==> config.mk <==
export PLATFORM = sky130hd
export DESIGN_NAME = c_subset_lexer
export DESIGN_NICKNAME = d
export VERILOG_FILES = /design/src/rtl/csl_pkg.sv /design/src/rtl/c_subset_lexer.sv
export SDC_FILE = /design/constraint.sdc
export NUM_CORES = 2
export LEC_CHECK = 0
export ABC_AREA = 1
export BUFFER_PORTS_ARGS = -buffer_cell sky130_fd_sc_hd__buf_4
export CAP_MARGIN = 20
export CELL_PAD_IN_SITES_DETAIL_PLACEMENT = 1
export CELL_PAD_IN_SITES_GLOBAL_PLACEMENT = 1
export CORE_UTILIZATION = 47
export CTS_CLUSTER_SIZE = 30
export DETAILED_ROUTE_END_ITERATION = 12
export PLACE_DENSITY = 0.82
export SYNTH_ARGS = -nofsm -noshare
export SYNTH_HDL_FRONTEND = slang
export SYNTH_SLANG_ARGS = --single-unit
export TNS_END_PERCENT = 10
==> constraint.sdc <==
create_clock -name clk -period 5.5 [get_ports clk]
set_clock_uncertainty 0.15 [all_clocks]
set_input_delay 1.1 -clock clk [delete_from_list [all_inputs] [get_ports clk]]
set_output_delay 1.1 -clock clk [all_outputs]
set_load 0.03 [all_outputs]
==> src/rtl/csl_pkg.sv <==
// csl_pkg: token kinds, character codes, keyword patterns and helpers of the lexer
package csl_pkg;

    // token kinds
    typedef logic [4:0] kind_t;

    localparam kind_t K_EOF     = 5'd0;
    localparam kind_t K_NUM     = 5'd1;
    localparam kind_t K_STR     = 5'd2;
    localparam kind_t K_IDENT   = 5'd3;
    localparam kind_t K_INT     = 5'd4;
    localparam kind_t K_IF      = 5'd5;
    localparam kind_t K_ELSE    = 5'd6;
    localparam kind_t K_WHILE   = 5'd7;
    localparam kind_t K_RETURN  = 5'd8;
    localparam kind_t K_EQ      = 5'd9;
    localparam kind_t K_NE      = 5'd10;
    localparam kind_t K_LE      = 5'd11;
    localparam kind_t K_GE      = 5'd12;
    localparam kind_t K_PLUS    = 5'd13;
    localparam kind_t K_MINUS   = 5'd14;
    localparam kind_t K_STAR    = 5'd15;
    localparam kind_t K_SLASH   = 5'd16;
    localparam kind_t K_PERCENT = 5'd17;
    localparam kind_t K_LT      = 5'd18;
    localparam kind_t K_GT      = 5'd19;
    localparam kind_t K_ASSIGN  = 5'd20;
    localparam kind_t K_NOT     = 5'd21;
    localparam kind_t K_AMP     = 5'd22;
    localparam kind_t K_LPAREN  = 5'd23;
    localparam kind_t K_RPAREN  = 5'd24;
    localparam kind_t K_LBRACE  = 5'd25;
    localparam kind_t K_RBRACE  = 5'd26;
    localparam kind_t K_LBRACK  = 5'd27;
    localparam kind_t K_RBRACK  = 5'd28;
    localparam kind_t K_SEMI    = 5'd29;
    localparam kind_t K_COMMA   = 5'd30;
    localparam kind_t K_ERR     = 5'd31;

    // ascii codes
    localparam logic [7:0] CH_TAB     = 8'h09;
    localparam logic [7:0] CH_NL      = 8'h0A;
    localparam logic [7:0] CH_CR      = 8'h0D;
    localparam logic [7:0] CH_SPACE   = 8'h20;
    localparam logic [7:0] CH_BANG    = 8'h21;
    localparam logic [7:0] CH_DQUOTE  = 8'h22;
    localparam logic [7:0] CH_PERCENT = 8'h25;
    localparam logic [7:0] CH_AMP     = 8'h26;
    localparam logic [7:0] CH_SQUOTE  = 8'h27;
    localparam logic [7:0] CH_LPAREN  = 8'h28;
    localparam logic [7:0] CH_RPAREN  = 8'h29;
    localparam logic [7:0] CH_STAR    = 8'h2A;
    localparam logic [7:0] CH_PLUS    = 8'h2B;
    localparam logic [7:0] CH_COMMA   = 8'h2C;
    localparam logic [7:0] CH_MINUS   = 8'h2D;
    localparam logic [7:0] CH_SLASH   = 8'h2F;
    localparam logic [7:0] CH_ZERO    = 8'h30;
    localparam logic [7:0] CH_NINE    = 8'h39;
    localparam logic [7:0] CH_SEMI    = 8'h3B;
    localparam logic [7:0] CH_LT      = 8'h3C;
    localparam logic [7:0] CH_EQ      = 8'h3D;
    localparam logic [7:0] CH_GT      = 8'h3E;
    localparam logic [7:0] CH_UPPER_A = 8'h41;
    localparam logic [7:0] CH_UPPER_Z = 8'h5A;
    localparam logic [7:0] CH_LBRACK  = 8'h5B;
    localparam logic [7:0] CH_BSLASH  = 8'h5C;
    localparam logic [7:0] CH_RBRACK  = 8'h5D;
    localparam logic [7:0] CH_UNDER   = 8'h5F;
    localparam logic [7:0] CH_LOWER_A = 8'h61;
    localparam logic [7:0] CH_LOWER_N = 8'h6E;
    localparam logic [7:0] CH_LOWER_T = 8'h74;
    localparam logic [7:0] CH_LOWER_Z = 8'h7A;
    localparam logic [7:0] CH_LBRACE  = 8'h7B;
    localparam logic [7:0] CH_RBRACE  = 8'h7D;

    // widths and keyword patterns, last byte of the word in the low byte
    localparam int VALUE_BITS = 63;
    localparam int WIN_BITS   = 48;

    localparam logic [WIN_BITS-1:0] KW_INT    = 48'h0000_0069_6E74;
    localparam logic [WIN_BITS-1:0] KW_IF     = 48'h0000_0000_6966;
    localparam logic [WIN_BITS-1:0] KW_ELSE   = 48'h0000_656C_7365;
    localparam logic [WIN_BITS-1:0] KW_WHILE  = 48'h0077_6869_6C65;
    localparam logic [WIN_BITS-1:0] KW_RETURN = 48'h7265_7475_726E;

    // result queue
    localparam int FIFO_DEPTH    = 4;
    localparam int FIFO_PTR_BITS = 2;

    // scanner modes
    typedef enum logic [11:0] {
        M_IDLE       = 12'b0000_0000_0001,
        M_NUM        = 12'b0000_0000_0010,
        M_IDENT      = 12'b0000_0000_0100,
        M_STR        = 12'b0000_0000_1000,
        M_CHR_OPEN   = 12'b0000_0001_0000,
        M_CHR_ESC    = 12'b0000_0010_0000,
        M_CHR_VAL    = 12'b0000_0100_0000,
        M_OP         = 12'b0000_1000_0000,
        M_SLASH      = 12'b0001_0000_0000,
        M_LINE       = 12'b0010_0000_0000,
        M_BLOCK      = 12'b0100_0000_0000,
        M_BLOCK_STAR = 12'b1000_0000_0000
    } mode_t;

    // one token as it leaves the block
    typedef struct packed {
        kind_t                 kind;
        logic [VALUE_BITS-1:0] value;
        logic [31:0]           start;
        logic [15:0]           length;
        logic                  last;
    } result_t;

    function automatic logic is_digit(input logic [7:0] c);
        return (c >= CH_ZERO) && (c <= CH_NINE);
    endfunction

    function automatic logic is_alpha(input logic [7:0] c);
        return ((c >= CH_LOWER_A) && (c <= CH_LOWER_Z)) ||
               ((c >= CH_UPPER_A) && (c <= CH_UPPER_Z)) || (c == CH_UNDER);
    endfunction

    function automatic logic is_space(input logic [7:0] c);
        return (c == CH_SPACE) || ((c >= CH_TAB) && (c <= CH_CR));
    endfunction

    // single-character punctuation; K_EOF means the byte is not punctuation
    function automatic kind_t punct_kind(input logic [7:0] c);
        kind_t k;
        case (c)
            CH_PLUS:    k = K_PLUS;
            CH_MINUS:   k = K_MINUS;
            CH_STAR:    k = K_STAR;
            CH_SLASH:   k = K_SLASH;
            CH_PERCENT: k = K_PERCENT;
            CH_LT:      k = K_LT;
            CH_GT:      k = K_GT;
            CH_EQ:      k = K_ASSIGN;
            CH_BANG:    k = K_NOT;
            CH_AMP:     k = K_AMP;
            CH_LPAREN:  k = K_LPAREN;
            CH_RPAREN:  k = K_RPAREN;
            CH_LBRACE:  k = K_LBRACE;
            CH_RBRACE:  k = K_RBRACE;
            CH_LBRACK:  k = K_LBRACK;
            CH_RBRACK:  k = K_RBRACK;
            CH_SEMI:    k = K_SEMI;
            CH_COMMA:   k = K_COMMA;
            default:    k = K_EOF;
        endcase
        return k;
    endfunction

    // two-character operator from its first byte
    function automatic kind_t pair_kind(input logic [7:0] c);
        kind_t k;
        case (c)
            CH_EQ:   k = K_EQ;
            CH_BANG: k = K_NE;
            CH_LT:   k = K_LE;
            default: k = K_GE;
        endcase
        return k;
    endfunction

    // value of the byte after a backslash in a character literal
    function automatic logic [7:0] esc_value(input logic [7:0] c);
        logic [7:0] v;
        case (c)
            CH_LOWER_N: v = CH_NL;
            CH_LOWER_T: v = CH_TAB;
            CH_ZERO:    v = 8'h00;
            default:    v = c;
        endcase
        return v;
    endfunction

endpackage

==> src/rtl/c_subset_lexer.sv <==
// c_subset_lexer: streaming tokenizer for a small C subset, one source byte per beat
// Each token is written into the result queue on the input beat whose byte completes it.
// Throughput: one input beat per cycle while each byte yields at most one token and the
// output drains; a byte that yields two tokens takes two output beats, and the 4-entry
// result queue absorbs them, holding off input only when fewer than two entries are free.
// Reset: scanner goes idle, offset and all counters clear, the result queue empties.
module c_subset_lexer
    import csl_pkg::*;
#(
    parameter int POSITION_BITS = 32,
    parameter int LENGTH_BITS   = 16
)
(
    input  logic        clk,
    input  logic        rst_n,
    input  logic        in_valid,
    output logic        in_ready,
    input  logic [7:0]  ch,
    input  logic        end_of_input,
    output logic        out_valid,
    input  logic        out_ready,
    output logic [4:0]  token_kind,
    output logic [62:0] token_value,
    output logic [31:0] token_start,
    output logic [15:0] token_length,
    output logic        last_of_run
);

    // scanner state
    mode_t                   mode_reg, mode_next;
    logic [VALUE_BITS-1:0]   accum_reg, accum_next;
    logic [POSITION_BITS-1:0] start_reg, start_next;
    logic [POSITION_BITS-1:0] pos_reg, pos_next;
    logic [LENGTH_BITS-1:0]  len_reg, len_next;
    logic [WIN_BITS-1:0]     win_reg, win_next;
    logic                    esc_reg, esc_next;
    logic                    halt_reg, halt_next;

    // result queue
    result_t                 fifo_mem [FIFO_DEPTH];
    logic [FIFO_PTR_BITS-1:0] wr_ptr_reg, rd_ptr_reg;
    logic [FIFO_PTR_BITS:0]  count_reg, count_next;

    logic                    in_fire, out_fire;
    logic [POSITION_BITS-1:0] pos_plus;
    logic [LENGTH_BITS-1:0]  len_plus;
    logic [VALUE_BITS+3:0]   num_wide;
    logic [VALUE_BITS-1:0]   num_sat;
    kind_t                   ident_kind;

    logic                    flush_valid;
    result_t                 flush_res;

    mode_t                   idle_mode;
    logic [VALUE_BITS-1:0]   idle_accum;
    logic [POSITION_BITS-1:0] idle_start;
    logic [LENGTH_BITS-1:0]  idle_len;
    logic [WIN_BITS-1:0]     idle_win;
    logic                    idle_emit, idle_halt;
    result_t                 idle_res;

    logic                    e0_valid, e1_valid, redo;
    result_t                 e0, e1, push0, push1;
    logic [1:0]              push_cnt;
    result_t                 head;

    // offset and length narrowed or widened to the port widths
    function automatic logic [31:0] to_start(input logic [POSITION_BITS-1:0] p);
        logic [POSITION_BITS+31:0] w;
        w = {32'b0, p};
        return w[31:0];
    endfunction

    function automatic logic [15:0] to_len(input logic [LENGTH_BITS-1:0] n);
        logic [LENGTH_BITS+15:0] w;
        w = {16'b0, n};
        return w[15:0];
    endfunction

    assign in_fire  = in_valid && in_ready;
    assign out_fire = out_valid && out_ready;

    // counters
    assign pos_plus = pos_reg + POSITION_BITS'(1);
    assign len_plus = (&len_reg) ? len_reg : len_reg + LENGTH_BITS'(1);

    // decimal accumulate, saturating; low nibble of an ascii digit is its value
    assign num_wide = {1'b0, accum_reg, 3'b0} + {3'b0, accum_reg, 1'b0}
                    + {{VALUE_BITS{1'b0}}, ch[3:0]};
    assign num_sat  = (|num_wide[VALUE_BITS+3:VALUE_BITS]) ? {VALUE_BITS{1'b1}}
                                                            : num_wide[VALUE_BITS-1:0];

    // keyword match on the last six bytes of an identifier
    always_comb
    begin
        priority if (len_reg == LENGTH_BITS'(3) && win_reg == KW_INT)
            ident_kind = K_INT;
        else if (len_reg == LENGTH_BITS'(2) && win_reg == KW_IF)
            ident_kind = K_IF;
        else if (len_reg == LENGTH_BITS'(4) && win_reg == KW_ELSE)
            ident_kind = K_ELSE;
        else if (len_reg == LENGTH_BITS'(5) && win_reg == KW_WHILE)
            ident_kind = K_WHILE;
        else if (len_reg == LENGTH_BITS'(6) && win_reg == KW_RETURN)
            ident_kind = K_RETURN;
        else
            ident_kind = K_IDENT;
    end

    // token held in the scanner, as it would be emitted now
    always_comb
    begin
        flush_valid      = 1'b1;
        flush_res.kind   = K_NUM;
        flush_res.value  = '0;
        flush_res.start  = to_start(start_reg);
        flush_res.length = to_len(len_reg);
        flush_res.last   = 1'b0;
        unique case (mode_reg)
            M_NUM, M_CHR_OPEN, M_CHR_ESC, M_CHR_VAL:
            begin
                flush_res.value = accum_reg;
            end
            M_IDENT:
            begin
                flush_res.kind = ident_kind;
            end
            M_STR:
            begin
                flush_res.kind = K_STR;
            end
            M_OP:
            begin
                flush_res.kind   = punct_kind(accum_reg[7:0]);
                flush_res.length = 16'd1;
            end
            M_SLASH:
            begin
                flush_res.kind   = K_SLASH;
                flush_res.length = 16'd1;
            end
            default:
            begin
                flush_valid = 1'b0;
            end
        endcase
    end

    // byte seen from the idle scanner
    always_comb
    begin
        idle_mode       = M_IDLE;
        idle_accum      = '0;
        idle_start      = start_reg;
        idle_len        = '0;
        idle_win        = '0;
        idle_emit       = 1'b0;
        idle_halt       = 1'b0;
        idle_res.kind   = K_ERR;
        idle_res.value  = '0;
        idle_res.start  = to_start(pos_reg);
        idle_res.length = 16'd1;
        idle_res.last   = 1'b0;
        priority if (is_space(ch))
        begin
            idle_mode = M_IDLE;
        end
        else if (is_digit(ch))
        begin
            idle_mode  = M_NUM;
            idle_accum = {{(VALUE_BITS-4){1'b0}}, ch[3:0]};
            idle_start = pos_reg;
            idle_len   = LENGTH_BITS'(1);
        end
        else if (is_alpha(ch))
        begin
            idle_mode  = M_IDENT;
            idle_win   = {{(WIN_BITS-8){1'b0}}, ch};
            idle_start = pos_reg;
            idle_len   = LENGTH_BITS'(1);
        end
        else if (ch == CH_DQUOTE)
        begin
            idle_mode  = M_STR;
            idle_start = pos_plus;
        end
        else if (ch == CH_SQUOTE)
        begin
            idle_mode  = M_CHR_OPEN;
            idle_start = pos_reg;
            idle_len   = LENGTH_BITS'(1);
        end
        else if (ch == CH_SLASH)
        begin
            idle_mode  = M_SLASH;
            idle_start = pos_reg;
        end
        else if (ch == CH_EQ || ch == CH_BANG || ch == CH_LT || ch == CH_GT)
        begin
            idle_mode  = M_OP;
            idle_accum = {{(VALUE_BITS-8){1'b0}}, ch};
            idle_start = pos_reg;
        end
        else if (punct_kind(ch) != K_EOF)
        begin
            idle_emit     = 1'b1;
            idle_res.kind = punct_kind(ch);
        end
        else
        begin
            // illegal byte stops the scanner until end of input
            idle_emit = 1'b1;
            idle_halt = 1'b1;
        end
    end

    // next scanner state and the up to two tokens of this beat
    always_comb
    begin
        mode_next  = mode_reg;
        accum_next = accum_reg;
        start_next = start_reg;
        pos_next   = pos_reg;
        len_next   = len_reg;
        win_next   = win_reg;
        esc_next   = esc_reg;
        halt_next  = halt_reg;
        e0_valid   = 1'b0;
        e0         = flush_res;
        e1_valid   = 1'b0;
        e1         = idle_res;
        redo       = 1'b0;
        if (in_fire)
        begin
            if (end_of_input)
            begin
                // flush, report end of source, start over at offset zero
                e0_valid   = flush_valid && !halt_reg;
                e1_valid   = 1'b1;
                e1.kind    = K_EOF;
                e1.value   = '0;
                e1.start   = to_start(pos_reg);
                e1.length  = '0;
                e1.last    = 1'b0;
                mode_next  = M_IDLE;
                accum_next = '0;
                start_next = '0;
                pos_next   = '0;
                len_next   = '0;
                win_next   = '0;
                esc_next   = 1'b0;
                halt_next  = 1'b0;
            end
            else
            begin
                pos_next = pos_plus;
                if (!halt_reg)
                begin
                    unique case (mode_reg)
                        M_NUM:
                        begin
                            if (is_digit(ch))
                            begin
                                accum_next = num_sat;
                                len_next   = len_plus;
                            end
                            else
                                redo = 1'b1;
                        end
                        M_IDENT:
                        begin
                            if (is_alpha(ch) || is_digit(ch))
                            begin
                                win_next = {win_reg[WIN_BITS-9:0], ch};
                                len_next = len_plus;
                            end
                            else
                                redo = 1'b1;
                        end
                        M_STR:
                        begin
                            if (esc_reg)
                            begin
                                esc_next = 1'b0;
                                len_next = len_plus;
                            end
                            else if (ch == CH_BSLASH)
                            begin
                                esc_next = 1'b1;
                                len_next = len_plus;
                            end
                            else if (ch == CH_DQUOTE)
                            begin
                                e0_valid   = 1'b1;
                                mode_next  = M_IDLE;
                                accum_next = '0;
                                len_next   = '0;
                                win_next   = '0;
                                esc_next   = 1'b0;
                            end
                            else
                                len_next = len_plus;
                        end
                        M_CHR_OPEN:
                        begin
                            len_next = len_plus;
                            if (ch == CH_BSLASH)
                                mode_next = M_CHR_ESC;
                            else
                            begin
                                accum_next = {{(VALUE_BITS-8){1'b0}}, ch};
                                mode_next  = M_CHR_VAL;
                            end
                        end
                        M_CHR_ESC:
                        begin
                            len_next   = len_plus;
                            accum_next = {{(VALUE_BITS-8){1'b0}}, esc_value(ch)};
                            mode_next  = M_CHR_VAL;
                        end
                        M_CHR_VAL:
                        begin
                            if (ch == CH_SQUOTE)
                            begin
                                // closing quote counts toward the length
                                e0_valid   = 1'b1;
                                e0.length  = to_len(len_plus);
                                mode_next  = M_IDLE;
                                accum_next = '0;
                                len_next   = '0;
                                win_next   = '0;
                                esc_next   = 1'b0;
                            end
                            else
                                redo = 1'b1;
                        end
                        M_OP:
                        begin
                            if (ch == CH_EQ)
                            begin
                                e0_valid   = 1'b1;
                                e0.kind    = pair_kind(accum_reg[7:0]);
                                e0.length  = 16'd2;
                                mode_next  = M_IDLE;
                                accum_next = '0;
                                len_next   = '0;
                                win_next   = '0;
                                esc_next   = 1'b0;
                            end
                            else
                                redo = 1'b1;
                        end
                        M_SLASH:
                        begin
                            if (ch == CH_SLASH)
                                mode_next = M_LINE;
                            else if (ch == CH_STAR)
                                mode_next = M_BLOCK;
                            else
                                redo = 1'b1;
                        end
                        M_LINE:
                        begin
                            if (ch == CH_NL)
                            begin
                                mode_next  = M_IDLE;
                                accum_next = '0;
                                len_next   = '0;
                                win_next   = '0;
                                esc_next   = 1'b0;
                            end
                        end
                        M_BLOCK:
                        begin
                            if (ch == CH_STAR)
                                mode_next = M_BLOCK_STAR;
                        end
                        M_BLOCK_STAR:
                        begin
                            if (ch == CH_SLASH)
                            begin
                                mode_next  = M_IDLE;
                                accum_next = '0;
                                len_next   = '0;
                                win_next   = '0;
                                esc_next   = 1'b0;
                            end
                            else if (ch != CH_STAR)
                                mode_next = M_BLOCK;
                        end
                        default:
                        begin
                            redo = 1'b1;
                        end
                    endcase

                    // token ended by this byte: emit it, then lex the byte from idle
                    if (redo)
                    begin
                        e0_valid   = flush_valid;
                        mode_next  = idle_mode;
                        accum_next = idle_accum;
                        start_next = idle_start;
                        len_next   = idle_len;
                        win_next   = idle_win;
                        esc_next   = 1'b0;
                        halt_next  = idle_halt;
                        e1_valid   = idle_emit;
                    end
                end
            end
        end
    end

    // order the tokens and mark the last one of the beat
    always_comb
    begin
        push0 = e0;
        push1 = e1;
        push0.last = 1'b0;
        push1.last = 1'b1;
        priority if (e0_valid && e1_valid)
        begin
            push_cnt = 2'd2;
        end
        else if (e0_valid)
        begin
            push0.last = 1'b1;
            push_cnt   = 2'd1;
        end
        else if (e1_valid)
        begin
            push0      = e1;
            push0.last = 1'b1;
            push_cnt   = 2'd1;
        end
        else
        begin
            push_cnt = 2'd0;
        end
    end

    // scanner registers
    always_ff @(posedge clk or negedge rst_n)
    begin
        if (!rst_n)
        begin
            mode_reg  <= M_IDLE;
            accum_reg <= '0;
            start_reg <= '0;
            pos_reg   <= '0;
            len_reg   <= '0;
            win_reg   <= '0;
            esc_reg   <= 1'b0;
            halt_reg  <= 1'b0;
        end
        else
        begin
            mode_reg  <= mode_next;
            accum_reg <= accum_next;
            start_reg <= start_next;
            pos_reg   <= pos_next;
            len_reg   <= len_next;
            win_reg   <= win_next;
            esc_reg   <= esc_next;
            halt_reg  <= halt_next;
        end
    end

    // result queue storage
    always_ff @(posedge clk)
    begin
        if (push_cnt != 2'd0)
            fifo_mem[wr_ptr_reg] <= push0;
        if (push_cnt == 2'd2)
            fifo_mem[wr_ptr_reg + FIFO_PTR_BITS'(1)] <= push1;
    end

    // result queue pointers
    assign count_next = count_reg + (FIFO_PTR_BITS+1)'(push_cnt)
                      - (FIFO_PTR_BITS+1)'(out_fire);

    always_ff @(posedge clk or negedge rst_n)
    begin
        if (!rst_n)
        begin
            wr_ptr_reg <= '0;
            rd_ptr_reg <= '0;
            count_reg  <= '0;
        end
        else
        begin
            wr_ptr_reg <= wr_ptr_reg + FIFO_PTR_BITS'(push_cnt);
            if (out_fire)
                rd_ptr_reg <= rd_ptr_reg + FIFO_PTR_BITS'(1);
            count_reg <= count_next;
        end
    end

    // handshakes and output beat
    assign in_ready  = count_reg <= (FIFO_PTR_BITS+1)'(FIFO_DEPTH - 2);
    assign out_valid = count_reg != '0;
    assign head      = fifo_mem[rd_ptr_reg];

    assign token_kind   = head.kind;
    assign token_value  = head.value;
    assign token_start  = head.start;
    assign token_length = head.length;
    assign last_of_run  = head.last;

    // checks
    a_halt_idle: assert property (@(posedge clk) disable iff (!rst_n)
        halt_reg |-> mode_reg == M_IDLE)
        else $error("halted scanner holds a pending mode");

    a_eoi_restart: assert property (@(posedge clk) disable iff (!rst_n)
        (in_fire && end_of_input) |=> (pos_reg == '0 && !halt_reg && mode_reg == M_IDLE))
        else $error("end of input did not restart the scanner");

    a_queue_bound: assert property (@(posedge clk) disable iff (!rst_n)
        count_reg <= (FIFO_PTR_BITS+1)'(FIFO_DEPTH))
        else $error("result queue overflow");

    a_eoi_emits: assert property (@(posedge clk) disable iff (!rst_n)
        (in_fire && end_of_input) |-> push_cnt != 2'd0)
        else $error("end of input produced no token");

endmodule

# --- After elaboration in Yosys (flattened, before gate mapping) ---
# Memory sizes are Yosys's and may differ from the RTL's.
# Index checks and enable logic that the tools add are counted.
classes:
  mux: 193
  addsub: 9
  n_eq_ne: 83
  order_cmp: 9
  reduce_logical: 44
op_table:
  columns: ["cell", "n"]
  rows:
  - ["63-bit 2-to-1 mux", 14]
  - ["48-bit 2-to-1 mux", 11]
  - ["63-bit case mux with 8 select lines", 1]
  - ["117-bit 2-to-1 mux", 4]
  - ["32-bit 2-to-1 mux", 11]
  - ["16-bit 2-to-1 mux", 19]
  - ["48-bit case mux with 6 select lines", 1]
  - ["8-bit by 6-bit equality test with 1-bit output, second input constant", 32]
  - ["12-bit 2-to-1 mux", 14]
  - ["16-bit case mux with 8 select lines", 1]
  - ["116-bit 2-to-1 mux", 1]
  - ["12-bit case mux with 9 select lines", 1]
  - ["5-bit 2-to-1 mux", 21]
  - ["8-bit by 7-bit equality test with 1-bit output, second input constant", 12]
  - ["5-bit case mux with 18 select lines", 1]
  - ["8-bit 2-to-1 mux", 11]
  - ["5-bit case mux with 17 select lines", 1]
  - ["66-bit by 64-bit adder with 67-bit output", 1]
  - ["67-bit by 4-bit adder with 67-bit output", 1]
  - ["1-bit 2-to-1 mux", 61]
  - ["9-bit 2-to-1 mux", 6]
  - ["16-bit by 3-bit equality test with 1-bit output, second input constant", 3]
  - ["48-bit by 15-bit equality test with 1-bit output, second input constant", 1]
  - ["48-bit by 23-bit equality test with 1-bit output, second input constant", 1]
  - ["other kinds (64)", 108]
totals:
  mem_bits_rw: 468
  word_cells: 350
  regBits: 212
  memories: 1
mem_list:
  columns: ["name", "words", "width", "read_ports", "rd_clocked_by_memory_dff", "write_ports", "line", "text"]
  rows:
  - ["fifo_mem", 4, 117, 1, 0, 2, "c_subset_lexer.sv:40", "result_t fifo_mem [FIFO_DEPTH];"]

# --- Longest topological paths before layout ---
depth:
  ltp_word: 25
  mapped_depth: 25
  depth_no_buf: 21

# --- Worst setup path before layout ---
# Ideal clock, no wire load.
synth_path:
  kind: "input to register"
  start: "in ch[3]"
  end: "mem fifo_mem[3][108] (netlist bit)"
  setup_slack_ns: -0.199
  setup_time_ns: 0.131
  arrival_ns: 5.418
  path_buffers: 5
  path_stages: 24
  t_required_ns: 5.219
  cell_sequence: "buf_2 -> nand2_1 -> nor2_2 -> nand2_1 -> nand2_1 -> nor2_1 -> nor2_4 -> nand3_1 -> nor2_2 -> buf_6 -> nand2_4 -> o21ai_0 -> a31oi_1 -> inv_1 -> ha_1 -> nor3_1 -> inv_1 -> clkbuf_1 -> nand2_1 -> clkinv_1 -> clkbuf_1 -> clkbuf_1 -> nand2_1 -> o21ai_0"
synth_rtl:
  columns: ["element", "line", "text"]
  rows:
  - ["from (decl)", "c_subset_lexer.sv:18", "input logic [7:0] ch,"]
  - ["to (decl)", "c_subset_lexer.sv:40", null]

# --- Final worst setup path ---
layout_path:
  start: "reg rd_ptr_reg[1]"
  end: "out token_kind[2]"
layout_between:
  elab_chain_len: 1
layout_lines:
  columns: ["element", "line", "text"]
  rows:
  - ["from (decl)", "c_subset_lexer.sv:41", "logic [FIFO_PTR_BITS-1:0] wr_ptr_reg, rd_ptr_reg;"]
  - ["from (signal assigned)", "c_subset_lexer.sv:495", "rd_ptr_reg <= rd_ptr_reg + FIFO_PTR_BITS'(1);"]
  - ["memory read 4 x 117 bit", null, null]
  - ["to (decl)", "c_subset_lexer.sv:22", "output logic [4:0] token_kind,"]
# No other way between the ends.

==> metrics.txt <==
outcome finished clean; CTS buffer count 77; Clock Tree Root clkbuf_16; syn_nets 5,551; Pins Over Slew Limit 0; Sw Pwr 8.86 mW; Starting DRT DRC Count 2,589; core area 82,100 um2; vias in the first global route 40,200; Max Cap Viol 0; Yosys top cell by area dfxtp_1; wire length per cell 21.9 um; layout cell share with drive strength beyond 1 8.07%; Clk Latency, worst-skew pair 0.65 ns; Synth Area per Inst 7.23 um2; number of synthesized flops with an enable pin 152; Ys Warns 0; FF+latch count, synth 680; post-synthesis sequential area ratio 41.5%; hold buffers post-CTS 0; TritonCTS clock tree yes; postcts setup bufs 0; Synth Instances 5,399; initial antenna violation count 1; die area 84,200 um2; final hold violation count 0; Hold WC Path Type input pin to async pin; drc violations 0; Max Buffers Root-to-Sink 3; number of flip-flops in the largest register 468; Clock Sinks 680; Area Growth Syn to Fin 11.5%; Power Internal 11.0 mW; fin crit share 86.7%; Tot GR Track Use 33.8%; I/O Pins 132; Leak 19.1 nW; Pwr Total 19.9 mW; DRT antenna net count 0; Netlist cell types 51; crit path capture type output port; input/output buffers 131; CP startpoint kind register; Critical Path Start rd_ptr_reg[1]; vias 38,300; Max H-tree Level 3; final setup violation count 0; Comb power frac 41.6%; Site Rows 105; die height 290 um; critical path arrival 3.52 ns; unrepaired setup endpoints after global routing no; Synth top area share 16.2%; Switching Fraction 44.5%; Critical Path RT 4.25 ns; VDD IR max 522 uV; Async S/R FF share, synth 31.2%; Die W 290 um; most common cell in the netlist nand2_1; global-route wire length before repair 227 mm; clock network fraction of design power 26.5%; Pre-antenna DRT Iters 5; Post-DP Area 40,900 um2; ranking of synthesized cells by area dfxtp_1, nand2_1, dfrtp_1; WS Path Type register to output port; Vias per Instance 5.88; routed wire length 143 mm; Overflow after GRT 0; Fmax 0.210 GHz; RD Place Congestion 0.961; Post-Layout Inst Area 43,500 um2; R2R cell count 14; largest net degree at the start of global routing 127; RR Startpoint count_reg[0]; FF-to-FF setup slack 1.11 ns; Worst-Margin Slew 1.05 ns; Inserted Diodes 0; Slew HR 29.8%; min cycle time layout 4.77 ns; Starting Density 47.5%; Final HPWL DP 95.3 mm; Worst-path clk slew 0.06 ns; Synth Cell Area 39,000 um2; r2r endpoint fifo_mem[3][4]; Reg power frac 31.9%; CP max FO 65; Synth top cells by count nand2_1, nor2_1, o21ai_0; power density over the cells 457 nW/um2; post-CTS sizing 0; Top FF cell, synth dfxtp_1; final net count 5,540; Setup TNS Final 0 ns
-- layout make-up --
cell class	count	area [um2]
Inverter	455	1720
Multi-Input combinational cell	3971	19900
Fill cell	10400	38600
Timing Repair Buffer	203	1740
Tap cell	1070	1340
Clock buffer	121	2310
Sequential cell	680	16200
Clock inverter	23	277
-- critical path, cell delays in order, from the launching register on --
cell	delay [ns]
dfrtp_4	0.95
buf_4	0.84
o21ai_0	0.21
o22ai_1	0.56
buf_4	0.28
-- cell usage in the layout (no fill, tap or decap), types with 7 or more instances in the layout --
master     instances
a21oi_1          124
buf_12            17
buf_4            185
clkbuf_1          26
clkbuf_16         80
clkbuf_8          15
clkinv_2           9
dfrtp_1          209
dfxtp_1          316
edfxtp_1         152
ha_1             136
inv_1            436
inv_2             13
nand2_1         1440
nand2_2           16
nand3_1          368
nand3_4           42
nand4_1           89
nor2_1           576
nor2_2             8
nor2_4             7
nor3_1            62
nor4_1             9
o2111ai_1          8
o211ai_1          21
o21ai_0          499
o21ai_1          240
o21bai_1          13
o22ai_1          168
o31ai_1           10
or2_2             19
xnor2_1           15
xor2_1            54
-- metrics by stage --
| step | util (%) | instances | hold slack [ns] | worst slack, ns |
|---|---|---|---|---|
| 6_report | 53.0 | 6523 | 0.274 | 0.729 |
| 4_1_cts | 53.0 | 6523 | 0.289 | 0.787 |
| 3_5_place_dp | 49.8 | 6379 | 0.290 | 0.589 |
| 5_1_grt | 53.0 | 6523 | 0.318 | 0.627 |
| 3_3_place_gp | 49.8 | 6379 | 0.282 | 0.704 |
| 2_1_floorplan | - | 5399 | 0.271 | -0.186 |
-- power groups by stage --
stage | clock (mW) | sequential [mW] | combinational (mW)
after detailed placement | 0 | 6.42 | 8.19
after floorplan | 0 | 6.03 | 5.39
after CTS | 5.34 | 6.33 | 8.25
after global routing | 5.52 | 6.41 | 8.85
after global placement | 0 | 6.39 | 8.02
final | 5.27 | 6.35 | 8.28
-- logic make-up (layout without fill, tap and decap cells) --
| kind of cell | after synthesis | in the layout | share of synthesized area [%] |
|---|---|---|---|
| and+or+nand+nor | 2654 | 2654 | 29.5 |
| buffers and inverters | 748 | 802 | 7.65 |
| AOI/OAI and AO/OA | 1109 | 1109 | 15.3 |
| xor gates and xnor gates | 69 | 69 | 1.55 |
| DFF | 680 | 680 | 41.5 |
| adders and majority gates | 139 | 139 | 4.52 |
-- how the worst max path moves through the flow --
stage / to / slack [ns] / cells after the start
after floorplan: fifo_mem[2][108] / -0.19 / 24
after global placement: count_reg[2] / 0.70 / 19
after detailed placement: fifo_mem[2][84] / 0.59 / 19
after CTS: token_start[27] / 0.79 / 4
after global routing: token_start[27] / 0.63 / 4
final: token_kind[2] / 0.73 / 4
-- layer usage --
metal	part of all wire (%)	vias up	GRT usage, %
met3	5.0	335	4.19
met4	4.3	0	14.3
met5	0	-	0
met1	42	18900	42.4
li1	-	18000	-
met2	49	1102	58.5
(Power assumes the default switching activity.)
